$ cat config.mk
export PLATFORM = sky130hd
export DESIGN_NAME = midi_channel_message_decoder_top
export DESIGN_NICKNAME = d
export VERILOG_FILES = /design/src/sv/mcmd_pkg.sv /design/src/sv/mcmd_front.sv /design/src/sv/mcmd_fifo.sv /design/src/sv/mcmd_back.sv /design/src/sv/midi_channel_message_decoder_top.sv
export SDC_FILE = /design/constraint.sdc
export NUM_CORES = 2
export LEC_CHECK = 0
export BUFFER_PORTS_ARGS = -buffer_cell sky130_fd_sc_hd__buf_4
export CAP_MARGIN = 20
export CELL_PAD_IN_SITES_DETAIL_PLACEMENT = 0
export CELL_PAD_IN_SITES_GLOBAL_PLACEMENT = 1
export CORE_MARGIN = 2
export CORE_UTILIZATION = 46
export CTS_CLUSTER_DIAMETER = 200
export DETAILED_ROUTE_END_ITERATION = 10
export GPL_TIMING_DRIVEN = 0
export PLACE_DENSITY_LB_ADDON = 0.1
export SLEW_MARGIN = 10
export SYNTH_ARGS = -nofsm -noshare
export SYNTH_HDL_FRONTEND = slang
export SYNTH_SLANG_ARGS = --single-unit
$ cat constraint.sdc
create_clock -name clk -period 6.1 [get_ports clk]
set_input_delay 0.305 -clock clk [delete_from_list [all_inputs] [get_ports clk]]
set_output_delay 0.305 -clock clk [all_outputs]
set_load 0.01 [all_outputs]
$ cat src/sv/mcmd_pkg.sv
// Shared types and constants for the MIDI channel message decoder.
// No dependencies.
`default_nettype none

package mcmd_pkg;

	// status nibbles
	localparam logic [3:0] KIND_NOTE_OFF = 4'h8;
	localparam logic [3:0] KIND_NOTE_ON  = 4'h9;
	localparam logic [3:0] KIND_POLY_AT  = 4'hA;
	localparam logic [3:0] KIND_CC       = 4'hB;
	localparam logic [3:0] KIND_PROGRAM  = 4'hC;
	localparam logic [3:0] KIND_CHAN_AT  = 4'hD;
	localparam logic [3:0] KIND_BEND     = 4'hE;

	localparam logic [7:0] BYTE_SYSEX = 8'hF0;
	localparam logic [7:0] BYTE_EOX   = 8'hF7;

	// controller numbers
	localparam logic [6:0] CC_BANK       = 7'd0;
	localparam logic [6:0] CC_DATA_ENTRY = 7'd6;
	localparam logic [6:0] CC_VOLUME     = 7'd7;
	localparam logic [6:0] CC_PAN        = 7'd10;
	localparam logic [6:0] CC_EXPRESSION = 7'd11;
	localparam logic [6:0] CC_RPN_LSB    = 7'd100;
	localparam logic [6:0] CC_RPN_MSB    = 7'd101;

	localparam logic [6:0] RPN_NULL = 7'd127;

	// per-channel defaults
	localparam logic [6:0]  DEF_BANK       = 7'd0;
	localparam logic [6:0]  DEF_VOLUME     = 7'd100;
	localparam logic [6:0]  DEF_PAN        = 7'd64;
	localparam logic [6:0]  DEF_EXPRESSION = 7'd127;
	localparam logic [6:0]  DEF_BEND_RANGE = 7'd2;
	localparam logic [13:0] DEF_BEND       = 14'd0;
	localparam logic [13:0] BEND_CENTER    = 14'h2000;

	typedef enum logic [2:0] {
		EV_NOTE_ON  = 3'd0,
		EV_NOTE_OFF = 3'd1,
		EV_CC       = 3'd2,
		EV_PROGRAM  = 3'd3,
		EV_BEND     = 3'd4,
		EV_RPN_SET  = 3'd5
	} ev_t;

	typedef enum logic [2:0] {
		CMD_RESET    = 3'd0,
		CMD_NOTE_ON  = 3'd1,
		CMD_NOTE_OFF = 3'd2,
		CMD_CC       = 3'd3,
		CMD_PROGRAM  = 3'd4,
		CMD_BEND     = 3'd5
	} cmd_kind_t;

	typedef struct packed {
		cmd_kind_t  kind;
		logic [3:0] ch;
		logic [6:0] a;
		logic [6:0] b;
	} cmd_t;

endpackage

`default_nettype wire

$ cat src/sv/mcmd_front.sv
// Front end: running-status parser, turns bytes and reset requests into commands.
// Depends on mcmd_pkg.
`default_nettype none

module mcmd_front import mcmd_pkg::*; #(
	parameter int CHANNELS = 16
) (
	input  wire logic       clk,
	input  wire logic       arst_n,
	input  wire logic       accept,
	input  wire logic       action,
	input  wire logic [7:0] data_byte,
	input  wire logic [3:0] reset_channel,
	output cmd_t            cmd,
	output logic            push
);

	logic [7:0] status_q;
	logic [6:0] first_q;
	logic       await_q;
	logic       excl_q;

	logic [7:0] status_d;
	logic [6:0] first_d;
	logic       await_d;
	logic       excl_d;

	logic [3:0] kind;
	logic [3:0] ch;
	logic       ch_ok;
	logic       rch_ok;

	assign kind   = status_q[7:4];
	assign ch     = status_q[3:0];
	assign ch_ok  = {1'b0, ch} < 5'(CHANNELS);
	assign rch_ok = {1'b0, reset_channel} < 5'(CHANNELS);

	always_comb begin
		status_d = status_q;
		first_d  = first_q;
		await_d  = await_q;
		excl_d   = excl_q;
		push     = 1'b0;
		cmd.kind = CMD_RESET;
		cmd.ch   = ch;
		cmd.a    = first_q;
		cmd.b    = data_byte[6:0];
		if (action) begin
			cmd.ch = reset_channel;
			push   = rch_ok;
		end else if (excl_q) begin
			if (data_byte == BYTE_EOX)
				excl_d = 1'b0;
		end else if (data_byte[7]) begin
			if (data_byte == BYTE_SYSEX) begin
				excl_d = 1'b1;
			end else if (data_byte < BYTE_EOX || data_byte == BYTE_EOX) begin
				status_d = data_byte;
				await_d  = 1'b0;
			end
		end else if (await_q) begin
			await_d = 1'b0;
			unique case (kind)
				KIND_NOTE_OFF: begin cmd.kind = CMD_NOTE_OFF; push = ch_ok; end
				KIND_NOTE_ON: begin
					cmd.kind = (data_byte[6:0] != 7'd0) ? CMD_NOTE_ON : CMD_NOTE_OFF;
					push     = ch_ok;
				end
				KIND_CC: begin cmd.kind = CMD_CC; push = ch_ok; end
				KIND_BEND: begin cmd.kind = CMD_BEND; push = ch_ok; end
				default: push = 1'b0;
			endcase
		end else begin
			first_d = data_byte[6:0];
			cmd.a   = data_byte[6:0];
			cmd.b   = 7'd0;
			unique case (kind)
				KIND_NOTE_OFF, KIND_NOTE_ON, KIND_POLY_AT, KIND_CC, KIND_BEND:
					await_d = 1'b1;
				KIND_PROGRAM: begin cmd.kind = CMD_PROGRAM; push = ch_ok; end
				default: push = 1'b0;   // channel pressure consumed, others ignored
			endcase
		end
		if (!accept)
			push = 1'b0;
	end

	always_ff @(posedge clk or negedge arst_n) begin
		if (!arst_n) begin
			status_q <= '0;
			first_q  <= '0;
			await_q  <= 1'b0;
			excl_q   <= 1'b0;
		end else if (accept) begin
			status_q <= status_d;
			first_q  <= first_d;
			await_q  <= await_d;
			excl_q   <= excl_d;
		end
	end

endmodule

`default_nettype wire

$ cat src/sv/mcmd_fifo.sv
// Two-entry command queue between parser and executor.
// Depends on mcmd_pkg.
`default_nettype none

module mcmd_fifo import mcmd_pkg::*; (
	input  wire logic clk,
	input  wire logic arst_n,
	input  wire logic push,
	input  wire cmd_t wr_cmd,
	input  wire logic pop,
	output cmd_t      rd_cmd,
	output logic      not_empty,
	output logic      not_full
);

	cmd_t       entry_q [2];
	logic       wr_ptr_q;
	logic       rd_ptr_q;
	logic [1:0] count_q;

	assign not_empty = count_q != 2'd0;
	assign not_full  = count_q != 2'd2;
	assign rd_cmd    = entry_q[rd_ptr_q];

	always_ff @(posedge clk) begin
		if (push)
			entry_q[wr_ptr_q] <= wr_cmd;
	end

	always_ff @(posedge clk or negedge arst_n) begin
		if (!arst_n) begin
			wr_ptr_q <= 1'b0;
			rd_ptr_q <= 1'b0;
			count_q  <= '0;
		end else begin
			if (push)
				wr_ptr_q <= !wr_ptr_q;
			if (pop)
				rd_ptr_q <= !rd_ptr_q;
			count_q <= count_q + 2'(push) - 2'(pop);
		end
	end

endmodule

`default_nettype wire

$ cat src/sv/mcmd_back.sv
// Back end: executes commands against per-channel controller state and
// drives the registered result beat. Depends on mcmd_pkg.
`default_nettype none

module mcmd_back import mcmd_pkg::*; #(
	parameter int CHANNELS = 16
) (
	input  wire logic         clk,
	input  wire logic         arst_n,
	input  wire cmd_t         head,
	input  wire logic         head_valid,
	output logic              pop,
	output logic              out_valid,
	input  wire logic         out_ready,
	output logic              last,
	output logic        [2:0] event_res,
	output logic        [3:0] channel,
	output logic        [6:0] number,
	output logic        [6:0] value,
	output logic signed [13:0] bend,
	output logic        [6:0] bank,
	output logic        [6:0] rpn_lsb,
	output logic        [6:0] volume,
	output logic        [6:0] pan,
	output logic        [6:0] expression,
	output logic        [6:0] bend_range
);

	localparam int CH_W = (CHANNELS > 1) ? $clog2(CHANNELS) : 1;

	logic [6:0]  rpn_msb_q   [CHANNELS];
	logic [6:0]  rpn_lsb_q   [CHANNELS];
	logic [6:0]  bank_q      [CHANNELS];
	logic [6:0]  volume_q    [CHANNELS];
	logic [6:0]  pan_q       [CHANNELS];
	logic [6:0]  expr_q      [CHANNELS];
	logic [6:0]  brange_q    [CHANNELS];
	logic [13:0] bend_st_q   [CHANNELS];

	logic phase_q;   // second beat of a data entry pending
	logic out_valid_q;
	logic last_q;
	ev_t  ev_q;
	logic [3:0]  ch_q;
	logic [6:0]  number_q, value_q, bank_out_q, rpn_lsb_out_q;
	logic [6:0]  volume_out_q, pan_out_q, expr_out_q, brange_out_q;
	logic [13:0] bend_out_q;

	logic [CH_W-1:0] idx;
	logic            emit_ok, go, is_reset, rpn_hit;
	logic [6:0]      cur_msb, cur_lsb;
	logic [6:0]      n_msb, n_lsb, n_bank, n_vol, n_pan, n_expr, n_br;
	logic [13:0]     n_bend;
	ev_t             ev;
	logic [6:0]      num, val, lsb_o;

	assign idx      = head.ch[CH_W-1:0];
	assign emit_ok  = !out_valid_q || out_ready;
	assign is_reset = head.kind == CMD_RESET;
	assign go       = head_valid && (is_reset || emit_ok);
	assign cur_msb  = rpn_msb_q[idx];
	assign cur_lsb  = rpn_lsb_q[idx];
	assign rpn_hit  = head.kind == CMD_CC && head.a == CC_DATA_ENTRY && !phase_q
		&& cur_msb != RPN_NULL && cur_lsb != RPN_NULL;
	assign pop      = go && !rpn_hit;

	always_comb begin
		n_msb  = cur_msb;
		n_lsb  = cur_lsb;
		n_bank = bank_q[idx];
		n_vol  = volume_q[idx];
		n_pan  = pan_q[idx];
		n_expr = expr_q[idx];
		n_br   = brange_q[idx];
		n_bend = bend_st_q[idx];
		ev     = EV_CC;
		num    = head.a;
		val    = head.b;
		lsb_o  = 7'd0;
		unique case (head.kind)
			CMD_RESET: begin
				n_msb  = RPN_NULL;
				n_lsb  = RPN_NULL;
				n_bank = DEF_BANK;
				n_vol  = DEF_VOLUME;
				n_pan  = DEF_PAN;
				n_expr = DEF_EXPRESSION;
				n_br   = DEF_BEND_RANGE;
				n_bend = DEF_BEND;
			end
			CMD_NOTE_ON: ev = EV_NOTE_ON;
			CMD_NOTE_OFF: begin ev = EV_NOTE_OFF; val = 7'd0; end
			CMD_PROGRAM: begin ev = EV_PROGRAM; val = 7'd0; end
			CMD_BEND: begin
				ev     = EV_BEND;
				num    = 7'd0;
				val    = 7'd0;
				n_bend = {head.b, head.a} ^ BEND_CENTER;
			end
			CMD_CC: begin
				if (rpn_hit) begin
					ev    = EV_RPN_SET;
					num   = cur_msb;
					lsb_o = cur_lsb;
					n_msb = RPN_NULL;
					n_lsb = RPN_NULL;
					if (cur_msb == 7'd0 && cur_lsb == 7'd0)
						n_br = head.b;
				end else if (!phase_q) begin
					unique case (head.a)
						CC_BANK:       n_bank = head.b;
						CC_VOLUME:     n_vol  = head.b;
						CC_PAN:        n_pan  = head.b;
						CC_EXPRESSION: n_expr = head.b;
						CC_RPN_LSB:    n_lsb  = head.b;
						CC_RPN_MSB:    n_msb  = head.b;
						default: ;
					endcase
				end
			end
			default: ;
		endcase
	end

	always_ff @(posedge clk or negedge arst_n) begin
		if (!arst_n) begin
			for (int i = 0; i < CHANNELS; i++) begin
				rpn_msb_q[i] <= RPN_NULL;
				rpn_lsb_q[i] <= RPN_NULL;
				bank_q[i]    <= DEF_BANK;
				volume_q[i]  <= DEF_VOLUME;
				pan_q[i]     <= DEF_PAN;
				expr_q[i]    <= DEF_EXPRESSION;
				brange_q[i]  <= DEF_BEND_RANGE;
				bend_st_q[i] <= DEF_BEND;
			end
			phase_q     <= 1'b0;
			out_valid_q <= 1'b0;
		end else begin
			if (go) begin
				rpn_msb_q[idx] <= n_msb;
				rpn_lsb_q[idx] <= n_lsb;
				bank_q[idx]    <= n_bank;
				volume_q[idx]  <= n_vol;
				pan_q[idx]     <= n_pan;
				expr_q[idx]    <= n_expr;
				brange_q[idx]  <= n_br;
				bend_st_q[idx] <= n_bend;
				phase_q        <= rpn_hit;
			end
			if (emit_ok)
				out_valid_q <= go && !is_reset;
		end
	end

	always_ff @(posedge clk) begin
		if (go && !is_reset) begin
			last_q        <= !rpn_hit;
			ev_q          <= ev;
			ch_q          <= head.ch;
			number_q      <= num;
			value_q       <= val;
			rpn_lsb_out_q <= lsb_o;
			bank_out_q    <= n_bank;
			volume_out_q  <= n_vol;
			pan_out_q     <= n_pan;
			expr_out_q    <= n_expr;
			brange_out_q  <= n_br;
			bend_out_q    <= n_bend;
		end
	end

	assign out_valid  = out_valid_q;
	assign last       = last_q;
	assign event_res  = ev_q;
	assign channel    = ch_q;
	assign number     = number_q;
	assign value      = value_q;
	assign bend       = bend_out_q;
	assign bank       = bank_out_q;
	assign rpn_lsb    = rpn_lsb_out_q;
	assign volume     = volume_out_q;
	assign pan        = pan_out_q;
	assign expression = expr_out_q;
	assign bend_range = brange_out_q;

endmodule

`default_nettype wire

$ cat src/sv/midi_channel_message_decoder_top.sv
// MIDI channel message decoder: one byte or channel reset per beat in.
// Throughput: one input beat per cycle while the command FIFO has room. RPN data
// entry gives two results, the RPN set then the control change, from one command.
// A completing byte's command is queued in the FIFO, its result then registered.
// Reset: arst_n clears parser state and loads every channel's defaults at once.
`default_nettype none

module midi_channel_message_decoder_top import mcmd_pkg::*; #(
	parameter int CHANNELS = 16
) (
	input  wire logic          clk,
	input  wire logic          arst_n,
	input  wire logic          in_valid,
	output logic               in_ready,
	input  wire logic          action,
	input  wire logic   [7:0]  data_byte,
	input  wire logic   [3:0]  reset_channel,
	output logic               out_valid,
	input  wire logic          out_ready,
	output logic               last,
	output logic        [2:0]  event_res,
	output logic        [3:0]  channel,
	output logic        [6:0]  number,
	output logic        [6:0]  value,
	output logic signed [13:0] bend,
	output logic        [6:0]  bank,
	output logic        [6:0]  rpn_lsb,
	output logic        [6:0]  volume,
	output logic        [6:0]  pan,
	output logic        [6:0]  expression,
	output logic        [6:0]  bend_range
);

	cmd_t front_cmd, head_cmd;
	logic push, pop, head_valid, not_full, accept;

	assign in_ready = not_full;
	assign accept   = in_valid && not_full;

	mcmd_front #(.CHANNELS(CHANNELS)) u_front (
		.clk, .arst_n, .accept,
		.action, .data_byte, .reset_channel,
		.cmd(front_cmd), .push
	);

	mcmd_fifo u_fifo (
		.clk, .arst_n,
		.push, .wr_cmd(front_cmd),
		.pop, .rd_cmd(head_cmd),
		.not_empty(head_valid), .not_full
	);

	mcmd_back #(.CHANNELS(CHANNELS)) u_back (
		.clk, .arst_n,
		.head(head_cmd), .head_valid, .pop,
		.out_valid, .out_ready,
		.last, .event_res, .channel, .number, .value, .bend, .bank,
		.rpn_lsb, .volume, .pan, .expression, .bend_range
	);

endmodule

`default_nettype wire

== Word level (Yosys, flattened, before mapping) ==
Memory sizes are Yosys's and may differ from the RTL's.
Index checks and enable logic that the tools add are counted.
Word-level totals
  bits in registers: 1109
  bits in writable memories: 42
  input port bits: 17
  memories kept: 1
Cells by class
  equal/unequal tests: 24
  order comparisons: 3
  reduce and logical (&&, ||, !) cells: 33
  mux-type cells: 98
  bitwise operators: 7
  add/sub/neg operators: 2
Memory list
  u_fifo.entry_q: words 2, bits a word 21, rd ports 1, clocked after Yosys merged registers in 0, write ports 1, RTL line mcmd_fifo.sv:16  | cmd_t entry_q [2];
Operator list (count)
  bitwise mux 112 bit: 7
  two-way mux 7 bit: 36
  bitwise mux 224 bit: 1
  binary-select mux 7 bit (select 4 bit): 7
  one-hot mux 7 bit (2 select lines): 8
  two-way mux 14 bit: 7
  binary-select mux 14 bit (select 4 bit): 1
  demux 14 bit (select 4 bit): 1
  demux 7 bit (select 4 bit): 1
  one-hot mux 14 bit (2 select lines): 1
  equality test 4 bit (second input constant): 6
  logical NOT 7 bit: 3
  two-way mux 1 bit: 18
  two-way mux 3 bit: 6
  equality test 8 bit (second input constant): 2
  one-hot mux 3 bit (5 select lines): 1
  equality test 7 x 3 -> 1 bit (second input constant): 2
  equality test 7 x 4 -> 1 bit (second input constant): 2
  equality test 7 bit (second input constant): 2
  != test 7 bit (second input constant): 2
  one-hot mux 3 bit (4 select lines): 1
  logical AND 1 bit: 10
  AND reduction 5 bit: 2
  < comparator 8 bit (second input constant): 1
  other kinds (23): 39

== Logic depth before layout (Yosys ltp) ==
An unclocked memory read counts as a cell.
  depth in word-level cells: 11
  depth in mapped cells: 16

== Modules after synthesis ==
From an unflattened synthesis, not the netlist that was laid out.
Second synthesis, totals
  cells, all modules: 4352
  area, all modules: 51593.2 um2
By module, submodules not included
  mcmd_back: cells an instance 4170, area each 48763.0 um2, instances 1
  mcmd_fifo: cells an instance 80, area each 1719.1 um2, instances 1
  mcmd_front: cells an instance 101, area each 1104.8 um2, instances 1
  midi_channel_message_decoder_top: cells an instance 1, area each 6.3 um2, instances 1

== Least setup slack after synthesis ==
No wires, ideal clock.
  kind: reg-to-reg
  from: reg u_fifo.rd_ptr_q
  to: reg u_back.bank_out_q[0] (netlist: u_back.bank[0]) (enable)
  required time: 5585 ps
  buffers on the path: 6
  path slack: 2 ps
  stages on the path, launching flop included: 11
  library setup time: 515 ps
  data arrival time: 5582 ps
  path through: dfrtp_1 > buf_4 > buf_6 > buf_6 > mux2i_1 > and3_1 > buf_2 > buf_2 > buf_1 > o22ai_1 > nor2_1
On the way
  longest elaborated chain between the ends: 5
  elaborated cells between the ends (all ways): 6
  those cells by class: 5 x reduce/logical; 1 x memory
RTL lines
  start, declared: RTL line mcmd_fifo.sv:18  | logic rd_ptr_q;
  start signal, assigned: RTL line mcmd_fifo.sv:39  | rd_ptr_q <= !rd_ptr_q;
  memory (2 x 21 bit) (*)
  logical NOT 3 bit (*): RTL line mcmd_back.sv:59  | assign is_reset = head.kind == CMD_RESET;
  logical OR 1 bit: RTL line mcmd_back.sv:60  | assign go = head_valid && (is_reset || emit_ok);
  logical AND 1 bit: RTL line mcmd_back.sv:60
  logical AND 1 bit (*): RTL line mcmd_back.sv:157  | if (go && !is_reset) begin
  end signal, assigned: RTL line mcmd_back.sv:164  | bank_out_q <= n_bank;
  end, declared: RTL line mcmd_back.sv:45  | logic [6:0] number_q, value_q, bank_out_q, rpn_lsb_out_q;
Every way passes the cells marked *; elsewhere a longest branch is shown, timed or not.
A chain may end at the register's enable or synchronous reset.

== Worst setup path after layout ==
  from: reg u_fifo.rd_ptr_q
  to: reg u_back.bend_out_q[5] (netlist: u_back.bend[5]) (data pin)
On the way
  longest elaborated chain between the ends: 6
  elaborated cells between the ends (all ways): 8
  those cells by class: 1 x eq/ne; 4 x mux; 1 x bitwise; 1 x reduce/logical; 1 x memory
RTL lines
  memory (2 x 21 bit) (*)
  NOT 4 -> 5 bit (implied by the code): RTL line mcmd_back.sv:75  | n_bend = bend_st_q[idx];
  binary-select mux 14 bit (select 4 bit): RTL line mcmd_back.sv:75
  two-way mux 14 bit (implied by the code) (2 in series): RTL line mcmd_back.sv:75
  one-hot mux 14 bit (2 select lines) (*): RTL line mcmd_back.sv:80  | unique case (head.kind)
  via u_back.n_bend[5]: RTL line mcmd_back.sv:53  | logic [13:0] n_bend;
  end signal, assigned: RTL line mcmd_back.sv:169  | bend_out_q <= n_bend;
  end, declared: RTL line mcmd_back.sv:47  | logic [13:0] bend_out_q;
Mark *: on every way through the listed nets, which the timed path passes. The rest lies on a longest branch. The select of a mux whose other input is x is not followed.

==> reports/summary.md <==
### Clocking
* 16 — count of hold buffers inserted by post-cts repair
* 1,151 — clk sinks
* 0 — Setup Buffers After CTS
* 760 ps — clock latency at the later pin of the worst-skew pair
* sky130_fd_sc_hd__clkbuf_16 — clock root cell
* 4 — Max H-tree Level
* 133 — Inserted Clock Buffers
* 3 — clk buf depth
* yes — CTS tree
* 0 — count of instances resized after the clock tree is built
* 60 ps — clock transition at the registers of the reported paths

### Yosys
* 10.3 µm² — synthesized area per cell
* 53,200 µm² — area of the mapped netlist
* sky130_fd_sc_hd__dfrtp_1 29%, sky130_fd_sc_hd__dfstp_2 21%, sky130_fd_sc_hd__nand2_1 9.8%, sky130_fd_sc_hd__edfxtp_1 6.8%, sky130_fd_sc_hd__o21ai_0 5.5% — synth top area cells
* sky130_fd_sc_hd__nand2_1 — most common cell in the synthesized netlist
* 5,155 — count of mapped cells out of synthesis
* 0.896 — Synth async-reset ratio
* 120 — Post-synth EDFFs
* 0 — number of synthesis warnings
* 0.289 — proportion of netlist area held by the largest area contributor
* 1,389 x sky130_fd_sc_hd__nand2_1, 615 x sky130_fd_sc_hd__dfrtp_1, 586 x sky130_fd_sc_hd__o21ai_0, 416 x sky130_fd_sc_hd__dfstp_2, 267 x sky130_fd_sc_hd__nand3_1 — commonest cells in the netlist
* 5,174 — number of nets in the synthesized netlist
* 0.562 — sequential area share after synthesis
* 1,151 — number of register bits inferred by synthesis
* 67 — count of cell types in the netlist
* sky130_fd_sc_hd__dfrtp_1 — most area-hungry cell type in the Yosys netlist
* sky130_fd_sc_hd__dfrtp_1 — ys flop type

### Die
* 118,000 µm² — die footprint
* 0.465 — initial standard-cell utilization of the core
* 344 µm — DIE WIDTH
* 344 µm — height of the die
* 124 — number of placement rows
* 115,000 µm² — Core Region
* 97 — I/O Pins

### Power and ir drop
* 610 nW/µm² — Pwr Density
* 0.000416 V — maximum vdd ir drop
* 25.3 nW — Pleak

### Global routing
* 0 — aggregate global routing overflow
* 12 — number of antenna violations at the first check in global routing
* 160 — largest net degree at the start of global routing
* 0.369 — global-route usage over all layers
* met2 — GR peak layer
* 0.520 — GR Util met1
* 0.0764 — global-route track usage on met3
* 43,000 — via count of the first global-routing pass
* 0.551 — met2 global-route usage
* 313,000 µm — wire length of the first global-routing pass

### Cells and area
* 0.533 — final core utilization
* 61,100 µm² — Final Cell Area
* 0.229 — proportion of layout cells with a drive suffix above 1
* 14.7% — area overhead of the layout relative to synthesis
* 5,450 — final net count

### STA
* no — RSZ-0062 raised after global routing
* 5610 ps — clock period minus final worst setup slack
* 21.2 ps — maximum clock skew at final layout
* 0 — setup-violating endpoint count in the final report
* 0 — Hold Fails Final Rpt
* 0 ps — total negative slack
* 0.920 — final cycle utilization of the critical path
* 1260 ps — slew at the pin closest to its max-slew limit
* 178 MHz — highest achievable clock rate
* 0 — final number of max-transition violations
* 490 ps — slack of the critical path
* 0.159 — relative slew slack

### Detailed routing
* 0 — DRC violations left
* 44,700 — Via Count
* 31.0 µm — Avg WL per Cell
* 0 — number of nets with antenna violations after routing
* 5,636 — starting DRC count in detailed routing
* 6.34 — detailed-route vias per instance
* 219,000 µm — Routed WL
* 6 — number of optimization iterations in the first detailed-route pass

### Status
* completed — status

### Place
* 152,000 µm — estimated wirelength of the detail-placed design
* 0.958 — Final GP Congestion
* 56,400 µm² — placed inst area
* 573 ps — worst slack after detailed placement
* 95 — Port-buffer cells

### Critical path
* 6100 ps — CP Data Arrival Time
* flip-flop — startpoint class of the critical path
* 10 — maximum fanout encountered on the critical timing path
* u_fifo.rd_ptr_q$_DFFE_PN0P_ — launching instance or port of the critical path
* 6590 ps — CP Data Required Time
* reg2reg — kind of critical path
* u_fifo.rd_ptr_q$_DFFE_PN0P_ — reg-to-reg startpoint
* flip-flop — crit path capture type

### Worst hold path
* in2async — path type of the worst min-delay path

### Run
* 0 — Max Cap Viol

==> final timing paths <==
check                                              endpoint  slack, ps  cells after the start
setup / recovery                   u_back.bend[5]$_DFFE_PP_        490                     11
hold / removal             u_back.bend_st_q[51]$_DFFE_PN0P_        130                      2
max in group asynchronous  u_back.rpn_msb_q[58]$_DFFE_PN1P_       3630                      5
min in group clk            u_fifo.entry_q[1][15]$_DFFE_PP_        190                      2
setup reg to reg                   u_back.bend[5]$_DFFE_PP_        490                     11
hold reg to reg             u_front.status_q[7]$_DFFE_PN0P_        460                      2
==> cells by family (layout without fill, tap and decap cells) <==
kind of cell / after synthesis / count (layout) / synth area share
compound gates: 1217 / 1217 / 0.153
xor+xnor: 6 / 6 / 0.000987
fa+ha+maj: 2 / 2 / 0.000470
buf+inv: 529 / 915 / 0.0430
flops: 1151 / 1151 / 0.562
mux: 358 / 358 / 0.0935
other cells: 0 / 1 / 0
simple gates: 1892 / 1892 / 0.147
==> cell usage in the layout, fill, tap and decap left out, types with 64 or more instances in the layout <==
cell and count:
sky130_fd_sc_hd__edfxtp_1 120, sky130_fd_sc_hd__nand2_1 1389, sky130_fd_sc_hd__clkbuf_1 294, sky130_fd_sc_hd__o32a_1 159, sky130_fd_sc_hd__o31ai_1 64, sky130_fd_sc_hd__mux2_2 218
sky130_fd_sc_hd__buf_2 146, sky130_fd_sc_hd__nor2_1 78, sky130_fd_sc_hd__dfstp_2 416, sky130_fd_sc_hd__dfrtp_1 615, sky130_fd_sc_hd__a311oi_1 69, sky130_fd_sc_hd__buf_4 119
sky130_fd_sc_hd__o21ai_0 586, sky130_fd_sc_hd__clkbuf_16 141, sky130_fd_sc_hd__inv_1 76, sky130_fd_sc_hd__mux4_2 86, sky130_fd_sc_hd__nand3_1 267
==> cell type report <==
cell class              instances  area [µm²]
diodes                          1        2.50
plain buffers                 450        1990
clock buffers                 197        3910
clock inverters                48         576
fillers                     10700       53400
inverters                      79         297
multi-input cells            3475       21000
flip-flops and latches       1151       29900
well taps                    1512        1890
repair buffers                141        1430
==> critical path: stages (launching register included) <==
cell and delay, ps:
sky130_fd_sc_hd__dfrtp_1 470, sky130_fd_sc_hd__buf_4 300, sky130_fd_sc_hd__mux2i_2 810, sky130_fd_sc_hd__buf_4 500, sky130_fd_sc_hd__buf_2 430, sky130_fd_sc_hd__clkbuf_1 710
sky130_fd_sc_hd__mux4_2 470, sky130_fd_sc_hd__a22oi_1 320, sky130_fd_sc_hd__nand2_1 100, sky130_fd_sc_hd__a21oi_1 620, sky130_fd_sc_hd__clkbuf_1 470, sky130_fd_sc_hd__inv_1 90
==> per-stage QoR <==
step | instances | hold slack (ps) | total power [mW]
3_5_place_dp | 6788 | 325 | 28.6
5_1_grt | 7053 | 208 | 38.9
6_report | 7054 | 130 | 37.2
3_3_place_gp | 6762 | 450 | 28.2
4_1_cts | 7049 | 153 | 36.9
2_1_floorplan | 5155 | 9.41 | 22.2
==> power breakdown <==
group / switching, mW / total, mW / internal, mW / leakage [nW]
Clock: 3.36 / 8.27 / 4.92 / 2.19
Combinational: 10.1 / 15.0 / 4.82 / 9.47
Sequential: 1.81 / 14.0 / 12.2 / 13.7
Total: 15.3 / 37.2 / 21.9 / 25.3
==> sequential cells by signal, indices dropped and copies added, names as in the netlist, 8 cells and up <==
| register | flops |
|---|---|
| u_fifo.entry_q | 42 |
| u_back.brange_q | 112 |
| u_back.bend | 14 |
| u_back.rpn_msb_q | 112 |
| u_back.bank_q | 112 |
| u_back.rpn_lsb_q | 112 |
| u_back.bend_st_q | 224 |
| u_front.status_q | 8 |
| u_back.pan_q | 112 |
| u_back.expr_q | 112 |
| u_back.volume_q | 112 |
==> routing by layer <==
metal  wire length [µm]  part of all wire  up-vias
met4              10900             0.050        8
met1              90500              0.41    22900
met3              20800             0.095      501
met2              96400              0.44     2400
met5                 58           0.00027        -
li1                   -                 -    18900
Power figures use the tool's default switching activity.
